File: src/sha_pkg.sv
package sha_pkg;

   typedef logic [7:0][31:0] hash_type;

   localparam logic [2:0] BLK_HOLD    = 3'd0;
   localparam logic [2:0] BLK_BYTE    = 3'd1;
   localparam logic [2:0] BLK_PAD     = 3'd2;
   localparam logic [2:0] BLK_PAD_LEN = 3'd3;
   localparam logic [2:0] BLK_LEN     = 3'd4;
   localparam logic [2:0] BLK_SHIFT   = 3'd5;

   typedef struct packed {
      logic [2:0]  op;
      logic [5:0]  pos;
      logic [7:0]  data;
      logic [63:0] bits;
   } blk_ctl_type;

   typedef struct packed {
      logic start;
      logic reload;
   } cmp_ctl_type;

   typedef struct packed {
      logic rounding;
      logic done;
   } cmp_stat_type;

   localparam hash_type INIT_HASH = {
      32'h5be0cd19, 32'h1f83d9ab, 32'h9b05688c, 32'h510e527f,
      32'ha54ff53a, 32'h3c6ef372, 32'hbb67ae85, 32'h6a09e667
   };

   localparam logic [31:0] ROUND_K [64] = '{
      32'h428a2f98, 32'h71374491, 32'hb5c0fbcf, 32'he9b5dba5,
      32'h3956c25b, 32'h59f111f1, 32'h923f82a4, 32'hab1c5ed5,
      32'hd807aa98, 32'h12835b01, 32'h243185be, 32'h550c7dc3,
      32'h72be5d74, 32'h80deb1fe, 32'h9bdc06a7, 32'hc19bf174,
      32'he49b69c1, 32'hefbe4786, 32'h0fc19dc6, 32'h240ca1cc,
      32'h2de92c6f, 32'h4a7484aa, 32'h5cb0a9dc, 32'h76f988da,
      32'h983e5152, 32'ha831c66d, 32'hb00327c8, 32'hbf597fc7,
      32'hc6e00bf3, 32'hd5a79147, 32'h06ca6351, 32'h14292967,
      32'h27b70a85, 32'h2e1b2138, 32'h4d2c6dfc, 32'h53380d13,
      32'h650a7354, 32'h766a0abb, 32'h81c2c92e, 32'h92722c85,
      32'ha2bfe8a1, 32'ha81a664b, 32'hc24b8b70, 32'hc76c51a3,
      32'hd192e819, 32'hd6990624, 32'hf40e3585, 32'h106aa070,
      32'h19a4c116, 32'h1e376c08, 32'h2748774c, 32'h34b0bcb5,
      32'h391c0cb3, 32'h4ed8aa4a, 32'h5b9cca4f, 32'h682e6ff3,
      32'h748f82ee, 32'h78a5636f, 32'h84c87814, 32'h8cc70208,
      32'h90befffa, 32'ha4506ceb, 32'hbef9a3f7, 32'hc67178f2
   };

endpackage

File: src/sha256_message_digest_top.sv
// channel  dir  tdata                                   tuser        tlast
// req_     in   [7:0] data_byte                         [0] has_byte end_of_message
// rsp_     out  [31:0] digest_word, [34:32] word_index  -            last_word
//
// Bytes are accepted while idle; every 64th byte starts the compression
// (load on the accepting edge, 64 rounds through the shared round unit, then a final add).
// End of message: a pad step, then one compression (or two when a length block is
// needed), then eight result words.
// Synchronous active-high reset loads the initial hash; no clearing pass.
// req_tready is low outside idle: while a block is padded or compresses, or the digest
// drains; a stall on rsp_ holds the current word.
module sha256_message_digest_top (
   input  logic        clock,
   input  logic        reset,
   input  logic        req_tvalid,
   output logic        req_tready,
   input  logic [7:0]  req_tdata,   // [7:0] data_byte
   input  logic [0:0]  req_tuser,   // [0] has_byte
   input  logic        req_tlast,
   output logic        rsp_tvalid,
   input  logic        rsp_tready,
   output logic [39:0] rsp_tdata,   // [31:0] digest_word, [34:32] word_index, zero above
   output logic        rsp_tlast
);
   import sha_pkg::*;

   localparam logic [2:0] ST_IDLE = 3'd0;
   localparam logic [2:0] ST_CMP  = 3'd1;
   localparam logic [2:0] ST_PAD  = 3'd2;
   localparam logic [2:0] ST_LEN  = 3'd3;
   localparam logic [2:0] ST_OUT  = 3'd4;

   logic [2:0]   state_ff, state_in;
   logic [2:0]   after_ff, after_in;
   logic [5:0]   fill_ff, fill_in;
   logic [63:0]  count_ff, count_in;
   logic [2:0]   idx_ff, idx_in;
   logic         req_acc, rsp_acc;
   blk_ctl_type  blk_ctl;
   cmp_ctl_type  cmp_ctl;
   cmp_stat_type cmp_stat;
   hash_type     chain;
   logic [31:0]  w_cur;

   assign req_tready = (state_ff == ST_IDLE);
   assign req_acc    = req_tvalid && req_tready;
   assign rsp_tvalid = (state_ff == ST_OUT);
   assign rsp_acc    = rsp_tvalid && rsp_tready;

   always_comb begin
      state_in      = state_ff;
      after_in      = after_ff;
      fill_in       = fill_ff;
      count_in      = count_ff;
      idx_in        = idx_ff;
      blk_ctl.op    = BLK_HOLD;
      blk_ctl.pos   = fill_ff;
      blk_ctl.data  = req_tdata;
      blk_ctl.bits  = {count_ff[60:0], 3'b000};
      cmp_ctl.start  = 1'b0;
      cmp_ctl.reload = 1'b0;
      unique case (state_ff)
         ST_IDLE: begin
            if (req_acc) begin
               if (req_tuser[0]) begin
                  blk_ctl.op = BLK_BYTE;
                  fill_in    = fill_ff + 6'd1;
                  count_in   = count_ff + 64'd1;
                  if (fill_ff == 6'd63) begin
                     cmp_ctl.start = 1'b1;
                     state_in      = ST_CMP;
                     after_in      = req_tlast ? ST_PAD : ST_IDLE;
                  end else if (req_tlast) begin
                     state_in = ST_PAD;
                  end
               end else if (req_tlast) begin
                  state_in = ST_PAD;
               end
            end
         end
         ST_PAD: begin
            cmp_ctl.start = 1'b1;
            state_in      = ST_CMP;
            if (fill_ff >= 6'd56) begin
               blk_ctl.op = BLK_PAD;
               after_in   = ST_LEN;
            end else begin
               blk_ctl.op = BLK_PAD_LEN;
               after_in   = ST_OUT;
            end
         end
         ST_LEN: begin
            blk_ctl.op    = BLK_LEN;
            cmp_ctl.start = 1'b1;
            state_in      = ST_CMP;
            after_in      = ST_OUT;
         end
         ST_CMP: begin
            if (cmp_stat.rounding) begin
               blk_ctl.op = BLK_SHIFT;
            end
            if (cmp_stat.done) begin
               state_in = after_ff;
            end
         end
         ST_OUT: begin
            if (rsp_acc) begin
               idx_in = idx_ff + 3'd1;
               if (idx_ff == 3'd7) begin
                  cmp_ctl.reload = 1'b1;
                  fill_in        = '0;
                  count_in       = '0;
                  state_in       = ST_IDLE;
               end
            end
         end
         default: begin
            state_in = ST_IDLE;
         end
      endcase
   end

   always_ff @(posedge clock) begin
      if (reset) begin
         state_ff <= ST_IDLE;
         after_ff <= ST_IDLE;
         fill_ff  <= '0;
         count_ff <= '0;
         idx_ff   <= '0;
      end else begin
         state_ff <= state_in;
         after_ff <= after_in;
         fill_ff  <= fill_in;
         count_ff <= count_in;
         idx_ff   <= idx_in;
      end
   end

   sha_block u_block (
      .clock (clock),
      .ctl   (blk_ctl),
      .w_out (w_cur)
   );

   sha_compress u_compress (
      .clock (clock),
      .reset (reset),
      .ctl   (cmp_ctl),
      .w_in  (w_cur),
      .stat  (cmp_stat),
      .chain (chain)
   );

   assign rsp_tdata = {5'b00000, idx_ff, chain[idx_ff]};
   assign rsp_tlast = (idx_ff == 3'd7);

   a_no_req_while_out: assert property (@(posedge clock) disable iff (reset)
      rsp_tvalid |-> !req_tready)
      else $error("input ready while digest drains");

   a_round_in_cmp: assert property (@(posedge clock) disable iff (reset)
      cmp_stat.rounding |-> (state_ff == ST_CMP))
      else $error("round unit busy outside compression");

   a_done_exit: assert property (@(posedge clock) disable iff (reset)
      (state_ff == ST_CMP && cmp_stat.done) |-> (after_ff != ST_CMP))
      else $error("compression done with no exit state");

   a_msg_restart: assert property (@(posedge clock) disable iff (reset)
      (rsp_acc && rsp_tlast) |=> (state_ff == ST_IDLE && fill_ff == 6'd0
                                  && count_ff == 64'd0))
      else $error("message state not restarted after digest");

endmodule

File: src/sha_block.sv
module sha_block (
   input  logic                clock,
   input  sha_pkg::blk_ctl_type ctl,
   output logic [31:0]         w_out
);
   import sha_pkg::*;

   typedef logic [15:0][31:0] block_type;

   block_type   blk_ff;
   block_type   blk_in;
   logic [3:0]  wi;

   function automatic logic [31:0] put_byte(input logic [31:0] word, input logic [1:0] lane,
                                            input logic [7:0] value);
      logic [31:0] r;
      case (lane)
         2'd0: r = {value, 24'h0};
         2'd1: r = word | {8'h0, value, 16'h0};
         2'd2: r = word | {16'h0, value, 8'h0};
         default: r = word | {24'h0, value};
      endcase
      return r;
   endfunction

   function automatic logic [31:0] small0(input logic [31:0] x);
      return {x[6:0], x[31:7]} ^ {x[17:0], x[31:18]} ^ {3'b0, x[31:3]};
   endfunction

   function automatic logic [31:0] small1(input logic [31:0] x);
      return {x[16:0], x[31:17]} ^ {x[18:0], x[31:19]} ^ {10'b0, x[31:10]};
   endfunction

   assign wi = ctl.pos[5:2];

   always_comb begin
      blk_in = blk_ff;
      unique case (ctl.op)
         BLK_BYTE: begin
            blk_in[wi] = put_byte(blk_ff[wi], ctl.pos[1:0], ctl.data);
         end
         BLK_PAD, BLK_PAD_LEN: begin
            for (int i = 0; i < 16; i++) begin
               if (4'(i) == wi) begin
                  blk_in[i] = put_byte(blk_ff[i], ctl.pos[1:0], 8'h80);
               end else if (4'(i) > wi) begin
                  blk_in[i] = '0;
               end
            end
            if (ctl.op == BLK_PAD_LEN) begin
               blk_in[14] = ctl.bits[63:32];
               blk_in[15] = ctl.bits[31:0];
            end
         end
         BLK_LEN: begin
            blk_in     = '0;
            blk_in[14] = ctl.bits[63:32];
            blk_in[15] = ctl.bits[31:0];
         end
         BLK_SHIFT: begin
            for (int i = 0; i < 15; i++) begin
               blk_in[i] = blk_ff[i + 1];
            end
            blk_in[15] = small1(blk_ff[14]) + blk_ff[9] + small0(blk_ff[1]) + blk_ff[0];
         end
         default: begin
            blk_in = blk_ff;
         end
      endcase
   end

   always_ff @(posedge clock) begin
      blk_ff <= blk_in;
   end

   assign w_out = blk_ff[0];

endmodule

File: src/sha_compress.sv
module sha_compress (
   input  logic                  clock,
   input  logic                  reset,
   input  sha_pkg::cmp_ctl_type  ctl,
   input  logic [31:0]           w_in,
   output sha_pkg::cmp_stat_type stat,
   output sha_pkg::hash_type     chain
);
   import sha_pkg::*;

   localparam logic [1:0] CP_IDLE  = 2'd0;
   localparam logic [1:0] CP_ROUND = 2'd1;
   localparam logic [1:0] CP_ADD   = 2'd2;

   logic [1:0] cp_ff, cp_in;
   logic [5:0] rnd_ff, rnd_in;
   hash_type   chain_ff, chain_in;
   hash_type   work_ff, work_in;
   logic [31:0] t1, t2, ch, maj;

   function automatic logic [31:0] big0(input logic [31:0] x);
      return {x[1:0], x[31:2]} ^ {x[12:0], x[31:13]} ^ {x[21:0], x[31:22]};
   endfunction

   function automatic logic [31:0] big1(input logic [31:0] x);
      return {x[5:0], x[31:6]} ^ {x[10:0], x[31:11]} ^ {x[24:0], x[31:25]};
   endfunction

   assign ch  = (work_ff[4] & work_ff[5]) ^ (~work_ff[4] & work_ff[6]);
   assign maj = (work_ff[0] & work_ff[1]) ^ (work_ff[0] & work_ff[2])
              ^ (work_ff[1] & work_ff[2]);
   assign t1  = work_ff[7] + big1(work_ff[4]) + ch + ROUND_K[rnd_ff] + w_in;
   assign t2  = big0(work_ff[0]) + maj;

   always_comb begin
      cp_in    = cp_ff;
      rnd_in   = rnd_ff;
      chain_in = chain_ff;
      work_in  = work_ff;
      unique case (cp_ff)
         CP_IDLE: begin
            if (ctl.start) begin
               work_in = chain_ff;
               rnd_in  = '0;
               cp_in   = CP_ROUND;
            end
         end
         CP_ROUND: begin
            work_in[7] = work_ff[6];
            work_in[6] = work_ff[5];
            work_in[5] = work_ff[4];
            work_in[4] = work_ff[3] + t1;
            work_in[3] = work_ff[2];
            work_in[2] = work_ff[1];
            work_in[1] = work_ff[0];
            work_in[0] = t1 + t2;
            rnd_in     = rnd_ff + 6'd1;
            if (rnd_ff == 6'd63) begin
               cp_in = CP_ADD;
            end
         end
         CP_ADD: begin
            for (int i = 0; i < 8; i++) begin
               chain_in[i] = chain_ff[i] + work_ff[i];
            end
            cp_in = CP_IDLE;
         end
         default: begin
            cp_in = CP_IDLE;
         end
      endcase
      if (ctl.reload) begin
         chain_in = INIT_HASH;
      end
   end

   always_ff @(posedge clock) begin
      if (reset) begin
         cp_ff    <= CP_IDLE;
         rnd_ff   <= '0;
         chain_ff <= INIT_HASH;
      end else begin
         cp_ff    <= cp_in;
         rnd_ff   <= rnd_in;
         chain_ff <= chain_in;
      end
      work_ff <= work_in;
   end

   assign stat.rounding = (cp_ff == CP_ROUND);
   assign stat.done     = (cp_ff == CP_ADD);
   assign chain         = chain_ff;

endmodule
File: config.mk
export PLATFORM = sky130hd
export DESIGN_NAME = sha256_message_digest_top
export DESIGN_NICKNAME = d
export VERILOG_FILES = /design/src/sha_pkg.sv /design/src/sha256_message_digest_top.sv /design/src/sha_block.sv /design/src/sha_compress.sv
export SDC_FILE = /design/constraint.sdc
export NUM_CORES = 2
export LEC_CHECK = 0
export ABC_AREA = 1
export ABC_CLOCK_PERIOD_IN_PS = 8500
export BUFFER_PORTS_ARGS = -buffer_cell sky130_fd_sc_hd__buf_4
export CAP_MARGIN = 5
export CORE_MARGIN = 2
export CORE_UTILIZATION = 33
export CTS_CLUSTER_DIAMETER = 60
export DETAILED_ROUTE_END_ITERATION = 8
export HOLD_SLACK_MARGIN = 0.03
export SYNTH_ARGS = -nofsm -noshare
export SYNTH_HDL_FRONTEND = slang
export SYNTH_SLANG_ARGS = --single-unit
File: constraint.sdc
create_clock -name clock -period 8.5 [get_ports clock]
set_input_delay 2.125 -clock clock [delete_from_list [all_inputs] [get_ports clock]]
set_output_delay 2.125 -clock clock [all_outputs]
set_load 0.02 [all_outputs]
Word-level counts from Yosys, hierarchy flattened
Memory sizes are Yosys's and may differ from the RTL's.
Cells that the tools add are included.
{"block": "totals", "register_bits": 1111, "romBits": 2048, "out_inout_bits": 43, "wordCells": 460, "memories": 1}
{"block": "op_classes", "addsub": 22, "n_lt_le_gt_ge": 21, "n_eq_ne": 135, "muxes": 89, "bitwise_logic": 21, "reduce_logical": 84}
{"memory": "(no name shown)", "depth": 64, "width": 32, "read_ports": 1, "rd_ports_with_merged_regs": 0, "write_ports": 0, "line_no": "sha_compress.sv:32", "rtl": "assign t1 = work_ff[7] + big1(work_ff[4]) + ch + ROUND_K[rnd_ff] + w_in;"}
{"cell": "512-bit case mux with 4 select lines", "count": 1}
{"cell": "32-bit 2-to-1 mux", "count": 38}
{"cell": "32-bit adder", "count": 18}
{"cell": "512-bit bitwise mux", "count": 1}
{"cell": "256-bit case mux with 2 select lines", "count": 1}
{"cell": "64-bit 2-to-1 mux", "count": 5}
{"cell": "32-bit XOR", "count": 9}
{"cell": "256-bit 2-to-1 mux", "count": 1}
{"cell": "4-bit AND reduction", "count": 50}
{"cell": "32-bit case mux with 3 select lines", "count": 2}
{"cell": "32-bit AND", "count": 5}
{"cell": "4-bit inequality test, second input constant", "count": 34}
{"cell": "32-bit binary-select mux with 4-bit select", "count": 1}
{"cell": "32-bit demux with 4-bit select", "count": 1}
{"cell": "64-bit case mux with 2 select lines", "count": 1}
{"cell": "3-bit inequality test, second input constant", "count": 42}
{"cell": "32-bit binary-select mux with 3-bit select", "count": 1}
{"cell": "5-bit AND reduction", "count": 17}
{"cell": "64-bit by 1-bit adder with 64-bit output, second input constant", "count": 1}
{"cell": "3-bit by 1-bit inequality test with 1-bit output, second input constant", "count": 14}
{"cell": "3-bit 2-to-1 mux", "count": 12}
{"cell": "4-bit equality test, first input constant", "count": 8}
{"cell": "4-bit greater-than comparator, first input constant", "count": 8}
{"cell": "32-bit NOT", "count": 1}
{"cell": "other kinds (46)", "count": 100}

Logic depth before layout (Yosys ltp)
{"block": "depth", "depth_word": 8, "ltp_mapped": 46, "ltp_nobuf": 45}

Modules after synthesis
From an unflattened synthesis, not the netlist that was laid out.
{"block": "hier_totals", "hier_cells": 11881, "area_unflattened_um2": 87422.6}
{"mod": "sha_compress", "n_inst": 1, "cells_per_inst": 6950, "area_per_inst_um2": 48268.8, "seq_area_each_um2": 12972.4}
{"mod": "sha_block", "n_inst": 1, "cells_per_inst": 3736, "area_per_inst_um2": 32496.2, "seq_area_each_um2": 15374.7}
{"mod": "sha256_message_digest_top", "n_inst": 1, "cells_per_inst": 1195, "area_per_inst_um2": 6657.6, "seq_area_each_um2": 1521.5}

Least setup slack after synthesis
No wires, ideal clock.
{"block": "synth_path", "kind": "input -> register", "start": "input req_tuser", "end": "register u_compress.work_ff[0] in the netlist's numbering, enable pin", "setup_ns": 0.608, "t_arrival_ns": 7.932, "t_required_ns": 7.892, "slack_ns": -0.040, "path_stages": 6, "cell_sequence": "o211ai_1 nor2_8 nand2_2 o21ai_1 o21ai_2 inv_1"}
{"block": "synth_between", "elab_chain_cells": 5}
{"item": "start, declared", "line_no": "sha256_message_digest_top.sv:18", "rtl": "input logic [0:0] req_tuser,"}
{"item": "1-bit 2-to-1 mux", "line_no": "sha256_message_digest_top.sv:65", "rtl": "if (req_tuser[0]) begin"}
{"item": "1-bit 2-to-1 mux", "line_no": "sha256_message_digest_top.sv:64", "rtl": "if (req_acc) begin"}
{"item": "1-bit case mux with 2 select lines", "line_no": "sha256_message_digest_top.sv:62", "rtl": "unique case (state_ff)"}
{"item": "2-bit inequality test (no source line)"}
{"item": "2-bit AND reduction (no source line)"}
{"item": "end signal, assigned", "line_no": "sha_compress.sv:87", "rtl": "work_ff <= work_in;"}
{"item": "end, declared", "line_no": "sha_compress.sv:18", "rtl": "hash_type work_ff, work_in;"}
No other way between the ends.
A chain may end at the register's enable or synchronous reset.

==> impl_table.tex <==
\begin{tabular}{lr}
\hline
Metric & Value \\
\hline
\multicolumn{2}{l}{\textbf{Synthesis}} \\
Most area-hungry cell type in the Yosys netlist & sky130\_fd\_sc\_hd\_\_edfxtp\_1 \\
Portion of synthesized cell area occupied by the leading cell type & 26.8\% \\
Total standard cell area after synthesis & 0.0860 mm\^{}2 \\
Top post-synthesis cells by area & sky130\_fd\_sc\_hd\_\_edfxtp\_1 (27\%), sky130\_fd\_sc\_hd\_\_nand2\_1 (11\%), sky130\_fd\_sc\_hd\_\_dfxtp\_1 (7.9\%) \\
Synthesized instance count & 11,600 \\
Seq/Total Area, Yosys & 34.7\% \\
Number of enable flip-flop cells after synthesis & 768 \\
Mapped Avg Cell Area & 7.45 um\^{}2 \\
Distinct cell type count of the synthesized netlist & 73 \\
Most frequently used flop master after synthesis & sky130\_fd\_sc\_hd\_\_edfxtp\_1 \\
Count of yosys warnings during synthesis & 0 \\
Post-synthesis async set-or-reset flop share & 0\% \\
Number of synthesized register bits & 1,108 \\
\multicolumn{2}{l}{\textbf{Timing}} \\
Final Hold Vio Count & 0 \\
Worst-case headroom to the max-slew limit & 12.8\% \\
Worst Clk Skew & 101 ps \\
Maximum clock rate & 122 MHz \\
Tcrit/Tclk final & 96.7\% \\
Sum Neg Setup Slack & 0 ps \\
Setup Viol. Count Final & 0 \\
RSZ-0062 raised after global routing & no \\
Minimum clock period after layout & 8220 ps \\
Slew of the pin with the lowest slew margin & 1300 ps \\
Final Slew Violations & 0 \\
\multicolumn{2}{l}{\textbf{Route}} \\
Detailed-route DRC error count & 0 \\
Number of vias per cell after detailed routing & 5.74 \\
Total wirelength of the detailed-routed design & 391 mm \\
Number of vias after detailed routing & 85,500 \\
Post-DR wirelength/cell & 26.2 um \\
First drt pass iteration count & 8 \\
Number of routed nets with antenna violations & 0 \\
Number of DRC markers after the initial detailed-route iteration & 12,100 \\
\multicolumn{2}{l}{\textbf{Global routing}} \\
Number of antenna violations at the first check in global routing & 15 \\
First-pass GRT wire length & 558 mm \\
Remaining global-route overflow & 0 \\
Overall track demand over capacity in global routing & 28.5\% \\
Pin count of the biggest net entering global routing & 197 \\
Vias in the first global route & 78,800 \\
\multicolumn{2}{l}{\textbf{Clocking}} \\
Max Root-Sink Buffers & 3 \\
Number of buffers created by CTS & 148 \\
Clock transition at the register clock pins on the worst setup and hold paths after CTS & 60 ps \\
H-Tree Depth & 4 \\
Number of clock sinks & 1,108 \\
Number of setup buffers added after CTS & 0 \\
Clock latency on the worst-skew pair & 870 ps \\
TritonCTS clock tree & yes \\
Clock Root Buffer & sky130\_fd\_sc\_hd\_\_clkbuf\_16 \\
\multicolumn{2}{l}{\textbf{Floorplanning}} \\
Initial cell density of the core & 33.2\% \\
Placeable core region & 0.259 mm\^{}2 \\
I/O pins & 57 \\
Die Outline Area & 0.265 mm\^{}2 \\
Die extent in x & 515 um \\
Vertical extent of the die & 515 um \\
Number of rows in the core area & 187 \\
\multicolumn{2}{l}{\textbf{Worst setup path}} \\
Worst-path fanout max & 9 \\
Largest stage delay on the critical path & 530 ps \\
Cell type with the highest occurrence count on the critical path & sky130\_fd\_sc\_hd\_\_nand2\_1 \\
Kind of launch point of the worst setup path & flip-flop \\
Highest-delay cell along the critical path & sky130\_fd\_sc\_hd\_\_xor2\_1 \\
Type of the worst setup path & flip-flop to flip-flop \\
Data arrival time of the critical path & 8780 ps \\
WP data required & 9070 ps \\
Setup slack on the worst flop-to-flop path & 280 ps \\
Critical register-to-register path startpoint & u\_compress.rnd\_ff[1]\$\_SDFFE\_PP0P\_ \\
Reg2reg path depth & 38 \\
Critical R2R Capture & u\_compress.work\_ff[31]\$\_DFFE\_PP\_ \\
Worst setup EP type & flip-flop \\
\multicolumn{2}{l}{\textbf{Hold path}} \\
Hold/Removal Path Class & flip-flop to flip-flop \\
Endpoint of the worst hold path & after\_ff[0]\$\_SDFFE\_PP0P\_ \\
Hold\_sp & after\_ff[0]\$\_SDFFE\_PP0P\_ \\
Hold depth & 2 \\
\multicolumn{2}{l}{\textbf{Place}} \\
Detail Placement HPWL & 297 mm \\
Number of I/O port buffers & 51 \\
Weighted congestion at the end of routability-driven global placement & 1.05 \\
\multicolumn{2}{l}{\textbf{Finish}} \\
Net total in the final layout & 12,000 \\
Layout area overhead & 10.4\% \\
Count of fill cells added during filler insertion & 27,400 \\
Share of post-route cells with drive strength above 1 & 5.37\% \\
\multicolumn{2}{l}{\textbf{Flow run}} \\
Reported max-cap violation count & 0 \\
\multicolumn{2}{l}{\textbf{Run status}} \\
Status & finished, final reports clean \\
\hline
\end{tabular}
-- routing by layer --
layer / global-route usage [%] / routed length (um) / vias to the layer above
met4: 12.1 / 18900 / 12
met5: 0 / 86 / -
li1: - / - / 38900
met3: 5.54 / 41900 / 847
met2: 42.3 / 165000 / 4917
met1: 40.0 / 165000 / 40900
-- synth_stat cells, types with 35 or more instances --
cell                       count
sky130_fd_sc_hd__nor2_1      876
sky130_fd_sc_hd__xnor2_1     162
sky130_fd_sc_hd__xor2_1      244
sky130_fd_sc_hd__buf_2       107
sky130_fd_sc_hd__ha_1        399
sky130_fd_sc_hd__buf_4        35
sky130_fd_sc_hd__o21a_1       36
sky130_fd_sc_hd__dfxtp_1     340
sky130_fd_sc_hd__nor3_1      105
sky130_fd_sc_hd__fa_1        195
sky130_fd_sc_hd__buf_1        41
sky130_fd_sc_hd__a31oi_1      88
sky130_fd_sc_hd__o221ai_1     79
sky130_fd_sc_hd__inv_1      1507
sky130_fd_sc_hd__a22oi_1      90
sky130_fd_sc_hd__o21ai_0    1104
sky130_fd_sc_hd__nand3b_1     38
sky130_fd_sc_hd__a21o_1       60
sky130_fd_sc_hd__nand3_1     492
sky130_fd_sc_hd__nand2_1    2412
sky130_fd_sc_hd__edfxtp_1    768
sky130_fd_sc_hd__o211ai_1    141
sky130_fd_sc_hd__nand4_1     130
sky130_fd_sc_hd__a21oi_1    1042
sky130_fd_sc_hd__o22ai_1     289
sky130_fd_sc_hd__clkbuf_1    367
sky130_fd_sc_hd__o21bai_1     72
-- placed cells by master (no fill, tap or decap), types with 88 or more instances in the layout --
master	instances
sky130_fd_sc_hd__edfxtp_1	768
sky130_fd_sc_hd__a21oi_1	1035
sky130_fd_sc_hd__nand3_1	492
sky130_fd_sc_hd__ha_1	399
sky130_fd_sc_hd__nand2_1	2411
sky130_fd_sc_hd__buf_4	214
sky130_fd_sc_hd__nor3_1	100
sky130_fd_sc_hd__o21ai_0	1101
sky130_fd_sc_hd__inv_1	1503
sky130_fd_sc_hd__a31oi_1	88
sky130_fd_sc_hd__nor2_1	870
sky130_fd_sc_hd__clkbuf_16	149
sky130_fd_sc_hd__nand4_1	130
sky130_fd_sc_hd__xor2_1	238
sky130_fd_sc_hd__fa_1	195
sky130_fd_sc_hd__a22oi_1	90
sky130_fd_sc_hd__xnor2_1	160
sky130_fd_sc_hd__dfxtp_1	336
sky130_fd_sc_hd__o22ai_1	289
sky130_fd_sc_hd__o211ai_1	141
-- what timing repair did --
item | in CTS | in global routing
hold buffers | 0 | 0
setup endpoints to repair | 0 | 15
gates resized for setup | 0 | 21
-- kinds of logic (layout without fill, tap and decap cells) --
logic type / count (synthesis) / count (layout) / share of synthesized area (%)
AND/OR/NAND/NOR: 4152 / 4152 / 19.9
AO/OA/AOI/OAI: 3158 / 3158 / 21.0
buffers and inverters: 2092 / 2042 / 9.46
flip-flops: 1108 / 1108 / 34.7
adder cells (fa/ha/maj): 614 / 614 / 10.6
XOR/XNOR: 406 / 406 / 4.13
multiplexers: 20 / 20 / 0.259
other: 1 / 7 / 0.00436
-- worst max path at each step --
stage | from | end | cells after the start
after floorplan | req_tuser | u_compress.work_ff[0]$_DFFE_PP_ | 6
after global placement | u_compress.rnd_ff[0]$_SDFFE_PP0P_ | u_compress.work_ff[30]$_DFFE_PP_ | 38
after detailed placement | u_compress.rnd_ff[0]$_SDFFE_PP0P_ | u_compress.work_ff[30]$_DFFE_PP_ | 36
after CTS | u_compress.rnd_ff[0]$_SDFFE_PP0P_ | u_compress.work_ff[26]$_DFFE_PP_ | 35
after global routing | u_compress.rnd_ff[1]$_SDFFE_PP0P_ | u_compress.work_ff[31]$_DFFE_PP_ | 42
final | u_compress.rnd_ff[1]$_SDFFE_PP0P_ | u_compress.work_ff[31]$_DFFE_PP_ | 38
-- per-stage QoR --
step	cell area [um^2]	instances	util, %	hold WS [ps]	setup WS (ps)
floorplan	86100	11600	-	437	1180
global placement	90000	14600	34.7	458	263
detailed placement	90000	14600	34.7	459	245
CTS	94900	14900	36.6	467	215
global route	95000	14900	36.6	500	7.24
finish	95000	14900	36.6	469	283
-- critical path, delay by kind of cell (launching register included) --
kind | cells | cell delay, ps
buffers and inverters | 7 | 750
adder cells (fa/ha/maj) | 7 | 2910
XOR/XNOR | 1 | 530
AO/OA/AOI/OAI | 9 | 1990
flip-flops | 1 | 370
AND/OR/NAND/NOR | 14 | 1360
-- area by class of cell --
| class | instances | area [um^2] | area share, % |
|---|---|---|---|
| Antenna cell | 2 | 5.00 | 0.00527 |
| Sequential cell | 1108 | 29900 | 31.4 |
| Multi-Input combinational cell | 8355 | 48300 | 50.9 |
| Tap cell | 3402 | 4260 | 4.48 |
| Clock buffer | 187 | 3950 | 4.16 |
| Inverter | 1538 | 5800 | 6.10 |
| Clock inverter | 90 | 942 | 0.991 |
| Timing Repair Buffer | 227 | 1870 | 1.96 |
Power is left out: the tool's default activity adds up to more than one toggle a clock period on the data nets, which glitch-free logic cannot reach.
